==> src/hdl/sbp_pkg.sv <==
// Shared types and constants for the symbol-to-bits byte packer.
package sbp_pkg;

  localparam int unsigned SymW   = 8;
  localparam int unsigned StoreW = 10;
  localparam int unsigned HeldW  = 4;
  localparam int unsigned CountW = 16;
  localparam int unsigned ByteW  = 8;

  localparam logic [CountW-1:0] MaxBytesReset = 16'hFFFF;

  // Code characters, three-bit group first, two-bit group after.
  localparam logic [SymW-1:0] SymX      = 8'h58;
  localparam logic [SymW-1:0] SymA      = 8'h41;
  localparam logic [SymW-1:0] SymF      = 8'h66;
  localparam logic [SymW-1:0] SymB      = 8'h62;
  localparam logic [SymW-1:0] SymP      = 8'h50;
  localparam logic [SymW-1:0] SymD      = 8'h44;
  localparam logic [SymW-1:0] SymN      = 8'h4E;
  localparam logic [SymW-1:0] SymG      = 8'h67;
  localparam logic [SymW-1:0] SymK      = 8'h4B;
  localparam logic [SymW-1:0] SymDollar = 8'h24;
  localparam logic [SymW-1:0] SymFive   = 8'h35;
  localparam logic [SymW-1:0] SymM      = 8'h6D;

  typedef struct packed {
    logic       known;
    logic       three;  // 1: three-bit group, 0: two-bit group
    logic [2:0] code;
  } sym_dec_t;

  typedef struct packed {
    logic             byte_valid;
    logic [ByteW-1:0] data_byte;
    logic             bad_symbol;
    logic             limit_reached;
  } result_t;

endpackage

==> src/hdl/sbp_decode.sv <==
// Maps one code character to its bit group and width.
module sbp_decode (
  input  logic [sbp_pkg::SymW-1:0] symbol_i,
  output sbp_pkg::sym_dec_t        dec_o
);
  import sbp_pkg::*;

  always_comb begin
    dec_o = '{known: 1'b1, three: 1'b1, code: 3'd0};
    case (symbol_i)
      SymX:      dec_o.code = 3'd0;
      SymA:      dec_o.code = 3'd1;
      SymF:      dec_o.code = 3'd2;
      SymB:      dec_o.code = 3'd3;
      SymP:      dec_o.code = 3'd4;
      SymD:      dec_o.code = 3'd5;
      SymN:      dec_o.code = 3'd6;
      SymG:      dec_o.code = 3'd7;
      SymK:      begin dec_o.three = 1'b0; dec_o.code = 3'd0; end
      SymDollar: begin dec_o.three = 1'b0; dec_o.code = 3'd1; end
      SymFive:   begin dec_o.three = 1'b0; dec_o.code = 3'd2; end
      SymM:      begin dec_o.three = 1'b0; dec_o.code = 3'd3; end
      default:   dec_o = '{known: 1'b0, three: 1'b0, code: 3'd0};
    endcase
  end

endmodule

==> src/hdl/sbp_packer.sv <==
// Bit store, byte count and per-item result logic of the packer.
module sbp_packer (
  input  logic                       clk_i,
  input  logic                       rst_ni,
  input  logic                       step_i,
  input  sbp_pkg::sym_dec_t          dec_i,
  input  logic                       eom_i,
  input  logic [sbp_pkg::CountW-1:0] max_bytes_i,
  output sbp_pkg::result_t           res_o
);
  import sbp_pkg::*;

  logic [StoreW-1:0] store_q, store_d;
  logic [HeldW-1:0]  held_q, held_d;
  logic [CountW-1:0] made_q, made_d;

  logic [StoreW-1:0] shifted;
  logic [HeldW-1:0]  held_sum;
  logic [1:0]        rest;
  logic [StoreW-1:0] rest_mask;

  always_comb begin
    shifted   = dec_i.three ? {store_q[StoreW-4:0], dec_i.code}
                            : {store_q[StoreW-3:0], dec_i.code[1:0]};
    held_sum  = held_q + (dec_i.three ? HeldW'(3) : HeldW'(2));
    rest      = held_sum[1:0];  // only meaningful when held_sum is 8 to 10
    rest_mask = (StoreW'(1) << rest) - StoreW'(1);
  end

  always_comb begin
    store_d = store_q;
    held_d  = held_q;
    made_d  = made_q;
    res_o   = '{byte_valid: 1'b0, data_byte: '0, bad_symbol: 1'b0, limit_reached: 1'b0};
    if (made_q >= max_bytes_i) begin
      res_o.limit_reached = 1'b1;
    end else if (!dec_i.known) begin
      res_o.bad_symbol = 1'b1;
    end else if (held_sum >= HeldW'(8)) begin
      res_o.byte_valid = 1'b1;
      res_o.data_byte  = ByteW'(shifted >> rest);
      store_d          = shifted & rest_mask;
      held_d           = HeldW'(rest);
      made_d           = made_q + CountW'(1);
    end else begin
      store_d = shifted;
      held_d  = held_sum;
    end
    // End of message clears after the item is handled.
    if (eom_i) begin
      store_d = '0;
      held_d  = '0;
      made_d  = '0;
    end
  end

  always_ff @(posedge clk_i or negedge rst_ni) begin
    if (!rst_ni) begin
      store_q <= '0;
      held_q  <= '0;
      made_q  <= '0;
    end else if (step_i) begin
      store_q <= store_d;
      held_q  <= held_d;
      made_q  <= made_d;
    end
  end

endmodule

==> src/hdl/symbol_to_bits_byte_packer_unit.sv <==
// Top level of the symbol-to-bits byte packer: item registers and config.
//
// Input channel (in_valid_i/in_ready_o) carries one code character and an
// end-of-message flag per item. Output channel (out_valid_o/out_ready_i)
// returns exactly one result item per input item: an optional byte, plus
// flags for an unknown symbol or a symbol dropped at the byte limit.
// The user must write max_bytes through cfg_we_i/cfg_data_i only while the
// block is idle; the block itself does not enforce this.
//
// An accepted item goes into the input register, then the decode and pack
// logic loads the result register. The unit takes one item per cycle while
// the receiver does not stall; the pack state updates in the same cycle the
// item moves into the result register, so consecutive items chain.
// When the receiver stalls, the result register holds and the input register
// can still take one more item; in_ready_o then drops until the result moves.
// Reset empties both registers, clears the bit store and the byte count, and
// sets max_bytes to 65535.
module symbol_to_bits_byte_packer_unit (
  input  logic                       clk_i,
  input  logic                       rst_ni,
  input  logic                       in_valid_i,
  output logic                       in_ready_o,
  input  logic [sbp_pkg::SymW-1:0]   symbol_i,
  input  logic                       end_of_message_i,
  output logic                       out_valid_o,
  input  logic                       out_ready_i,
  output logic                       byte_valid_o,
  output logic [sbp_pkg::ByteW-1:0]  data_byte_o,
  output logic                       bad_symbol_o,
  output logic                       limit_reached_o,
  input  logic                       cfg_we_i,
  input  logic [sbp_pkg::CountW-1:0] cfg_data_i
);
  import sbp_pkg::*;

  logic [CountW-1:0] max_bytes_q;
  logic              in_vld_q;
  logic [SymW-1:0]   sym_q;
  logic              eom_q;
  logic              out_vld_q;
  result_t           res_q;
  result_t           res_d;
  sym_dec_t          dec;
  logic              advance;

  assign advance    = in_vld_q && (!out_vld_q || out_ready_i);
  assign in_ready_o = !in_vld_q || advance;

  always_ff @(posedge clk_i or negedge rst_ni) begin
    if (!rst_ni) begin
      max_bytes_q <= MaxBytesReset;
    end else if (cfg_we_i) begin
      max_bytes_q <= cfg_data_i;
    end
  end

  always_ff @(posedge clk_i or negedge rst_ni) begin
    if (!rst_ni) begin
      in_vld_q  <= 1'b0;
      out_vld_q <= 1'b0;
    end else begin
      if (in_ready_o) in_vld_q <= in_valid_i;
      if (advance) begin
        out_vld_q <= 1'b1;
      end else if (out_ready_i) begin
        out_vld_q <= 1'b0;
      end
    end
  end

  always_ff @(posedge clk_i) begin
    if (in_valid_i && in_ready_o) begin
      sym_q <= symbol_i;
      eom_q <= end_of_message_i;
    end
    if (advance) res_q <= res_d;
  end

  sbp_decode u_decode (
    .symbol_i (sym_q),
    .dec_o    (dec)
  );

  sbp_packer u_packer (
    .clk_i       (clk_i),
    .rst_ni      (rst_ni),
    .step_i      (advance),
    .dec_i       (dec),
    .eom_i       (eom_q),
    .max_bytes_i (max_bytes_q),
    .res_o       (res_d)
  );

  assign out_valid_o     = out_vld_q;
  assign byte_valid_o    = res_q.byte_valid;
  assign data_byte_o     = res_q.data_byte;
  assign bad_symbol_o    = res_q.bad_symbol;
  assign limit_reached_o = res_q.limit_reached;

  // A result carries at most one of: byte, bad symbol, limit.
  a_one_outcome: assert property (@(posedge clk_i) disable iff (!rst_ni)
    out_valid_o |-> $onehot0({byte_valid_o, bad_symbol_o, limit_reached_o}))
    else $error("result carries more than one outcome");

  // No byte means the data field is zero.
  a_data_zero: assert property (@(posedge clk_i) disable iff (!rst_ni)
    (out_valid_o && !byte_valid_o) |-> (data_byte_o == '0))
    else $error("data byte nonzero without byte_valid");

  // A full input register with a stalled result must not accept a new item.
  a_no_overrun: assert property (@(posedge clk_i) disable iff (!rst_ni)
    (in_vld_q && out_vld_q && !out_ready_i) |-> !in_ready_o)
    else $error("input accepted while pipeline is full");

endmodule
==> config.mk <==
export PLATFORM = sky130hd
export DESIGN_NAME = symbol_to_bits_byte_packer_unit
export DESIGN_NICKNAME = d
export VERILOG_FILES = /design/src/hdl/sbp_pkg.sv /design/src/hdl/sbp_decode.sv /design/src/hdl/sbp_packer.sv /design/src/hdl/symbol_to_bits_byte_packer_unit.sv
export SDC_FILE = /design/constraint.sdc
export NUM_CORES = 1
export LEC_CHECK = 0
export BUFFER_PORTS_ARGS = -buffer_cell sky130_fd_sc_hd__buf_2
export CAP_MARGIN = 20
export CORE_AREA = 2 2 85 148
export CTS_CLUSTER_DIAMETER = 150
export CTS_CLUSTER_SIZE = 16
export DETAILED_ROUTE_END_ITERATION = 7
export DIE_AREA = 0 0 87 150
export GPL_TIMING_DRIVEN = 0
export SLEW_MARGIN = 10
export SYNTH_ARGS = -nofsm -noshare
export SYNTH_HDL_FRONTEND = slang
export SYNTH_HIERARCHICAL = 1
export SYNTH_SLANG_ARGS = --single-unit
==> constraint.sdc <==
create_clock -name clk_i -period 7.4 [get_ports clk_i]
set_clock_uncertainty 0.2 [all_clocks]
set_input_delay 0.74 -clock clk_i [delete_from_list [all_inputs] [get_ports clk_i]]
set_output_delay 0.74 -clock clk_i [all_outputs]
set_load 0.01 [all_outputs]
==> results.toml <==
[final_layout]
multi_input_comb_area_um2 = 2050
drive_gt1_share_pct = 27.0
mostFrequentLayoutCells = "42 x buf_2, 30 x dfrtp_1, 30 x inv_1, 30 x nand2_1, 22 x nor2_1"
final_area_um2 = 4780
layout.nets = 494
seq_area_um2 = 1770
diodes = 0
syn_to_final_growth_pct = 16.9
layout_commonest_cell = "buf_2"
fillers = 1174

[logic_synthesis]
ys.flop_type = "dfrtp_1"
synth.area.top_cells = "dfrtp_1 18%, edfxtp_1 15%, dfstp_2 10%"
ys_warn_count = 6
syn_area_um2 = 4090
synth_area_leader_cell = "dfrtp_1"
synth_nets = 441
synth.yosys.seq_area_share_pct = 43.3
synth_top_area_share_pct = 18.4
synth.distinct_cells = 66
synth.ff_latch_count = 66
synth-edff-count = 20
synthCells = 390
async_reset_ff_share_pct = 69.7
avgSynthCellArea_um2 = 10.5

[pwr]
sequentialPowerShare_pct = 41.8
pwr-share-clk_pct = 35.5
internal-power_w = 0.000817
switching_share_pct = 30.9
p_comb_share_pct = 22.7
p_leak_nw = 2.00
ir_drop_mv = 0.134
p_total_w = 0.00118
power.density_nw_per_um2 = 248
switching_power_w = 0.000366

[cts]
cts_tree = "yes"
cts_made_buffers = 9
clockBufferDepth = 2
postCtsSetupBuffers = 0
htree_num_levels = 3
clk_pin_slew_worst_paths_ps = 60
holdBufCountCts = 0
clock_latency_ps = 340
ctsResizeCount = 0
cts-root-buf = "clkbuf_16"
clock-sinks = 66

[placed_design]
place.gp.congestion = 0.799
port_buffers = 41
dpl-instance-area_um2 = 4460
dp_hpwl_um = 7110

[timing]
hold_viol_final = 0
finalCritPeriodShare_pct = 46.9
fin_crit_ps = 3470
relSlewSlack_pct = 57.2
holdWs_ps = 135
finalSetupViolations = 0
rsz0062_at_grt = "false"
slew_violations = 0
fmax_ghz = 0.288
tightest_slew_ps = 642
setup_tns_ps = 0

[global_routing]
grtUsageTotal_pct = 15.5
grt_pass1_wl_um = 15600
grt_overflow = 0
grt_pass1_vias = 3309
antenna_found_initial = 0
grt_max_degree = 47

[floorplanning]
num_io_pins = 43
row_count = 53
die_area_um2 = 13100
core_um2 = 11900
start_util_pct = 34.4
fp.dieH_um = 150
die-width_um = 87

[setup_path]
cp-end-kind = "flop"
reg2reg_slack_ps = 3930
crit_start = "sym_q[1]$_DFFE_PP_"
start_kind = "flop"
worstSetupPathType = "reg2reg"
cp.arrival_ps = 3490
worstReg2RegStart = "sym_q[1]$_DFFE_PP_"
cp.required_ps = 7420
crit_fanout = 10

[route]
drcViolationCount = 0
wl_per_cell_um = 16.4
num_vias = 3219
drtPass1Iterations = 4
drtIter0Drc = 213
ant_nets = 0
viasPerCell = 5.50
wl_um = 9580

[outcome]
status = "completed"

[run]
maxCapViolCount = 0

[hold_path]
hp-class = "in2async"
==> kinds of logic after synthesis <==
group	synth area share, %
and+or+nand+nor	18.8
adders and majority gates	6.43
xor gates and xnor gates	0.643
DFF	43.3
muxes	10.2
buffers and inverters	6.43
AOI/OAI and AO/OA	14.2
==> through the flow <==
step / worst slack, ps / util [%] / std cells
floorplan: 4430 / - / 390
global placement: 3990 / 37.6 / 568
detailed placement: 3980 / 37.6 / 568
CTS: 3940 / 40.1 / 584
global route: 3710 / 40.3 / 585
finish: 3930 / 40.3 / 585
==> power by group through the flow <==
stage / sequential (W) / combinational, W / clock [W]
4_1_cts: 0.000494 / 0.000271 / 0.000431
3_5_place_dp: 0.000500 / 0.000270 / 0
3_3_place_gp: 0.000498 / 0.000257 / 0
2_1_floorplan: 0.000485 / 0.000197 / 0
5_1_grt: 0.000504 / 0.000305 / 0.000449
6_report: 0.000495 / 0.000268 / 0.000420
==> registers in the layout, summed over array words and instances, names as in the netlist <==
register          cells
out_valid_o           1
eom_q                 1
u_packer/store_q      8
limit_reached_o       1
byte_valid_o          1
max_bytes_q          16
in_vld_q              1
sym_q                 8
u_packer/made_q      16
bad_symbol_o          1
u_packer/held_q       4
data_byte_o           8
==> final cells by class <==
| class | count | share of cell area (%) |
|---|---|---|
| Multi-Input combinational cell | 271 | 43.0 |
| Sequential cell | 66 | 37.1 |
| Clock buffer | 9 | 4.71 |
| Timing Repair Buffer | 42 | 4.71 |
| Tap cell | 137 | 3.59 |
| Buffer | 22 | 3.06 |
| Inverter | 31 | 2.43 |
| Clock inverter | 7 | 1.47 |
==> cells in the mapped netlist (all sizes together) (3+ instances only) <==
cell type / n
a311o: 4
dfrtp: 30
mux2i: 12
clkbuf: 14
nand2b: 18
and4: 3
or3: 4
inv: 31
and3: 9
a32o: 5
buf: 8
nand3: 14
nand4b: 3
edfxtp: 20
nor2: 22
nand2: 32
nand4: 10
o311ai: 15
o21ai: 8
nor3: 7
a22o: 5
ha: 21
mux2: 23
and2: 3
a21oi: 15
nor4: 5
o211ai: 8
dfstp: 16
==> worst max-delay path, cell delays in order (launching register included) <==
cell      delay [ps]
edfxtp_1         480
or2_1            330
nor4b_2          330
nand2_1          140
nand2_1          130
ha_1             180
inv_1             50
ha_1             350
clkbuf_1         400
nand2_1          110
ha_1             200
nand2_1           80
a21oi_1           80
a32o_1           290
==> path summary, 6_finish.rpt <==
check | endpoint | depth (start not counted)
hold reg to reg | out_valid_o$_DFFE_PN0P_ | 1
setup / recovery | u_packer/store_q[6]$_DFFE_PN0P_ | 13
setup reg to reg | u_packer/store_q[6]$_DFFE_PN0P_ | 13
max in group asynchronous | max_bytes_q[8]$_DFFE_PN1P_ | 2
hold / removal | u_packer/made_q[13]$_DFFE_PN0P_ | 1
min in group clk_i | out_valid_o$_DFFE_PN0P_ | 1
==> metal layers <==
layer	global-route usage (%)	up-vias	share of wire, %
li1	-	1556	-
met1	16.0	1561	38
met2	28.0	86	55
met3	3.31	16	4.0
met4	8.91	0	3.2
met5	0	-	0
Note: power is estimated with default switching activity, not from simulation.
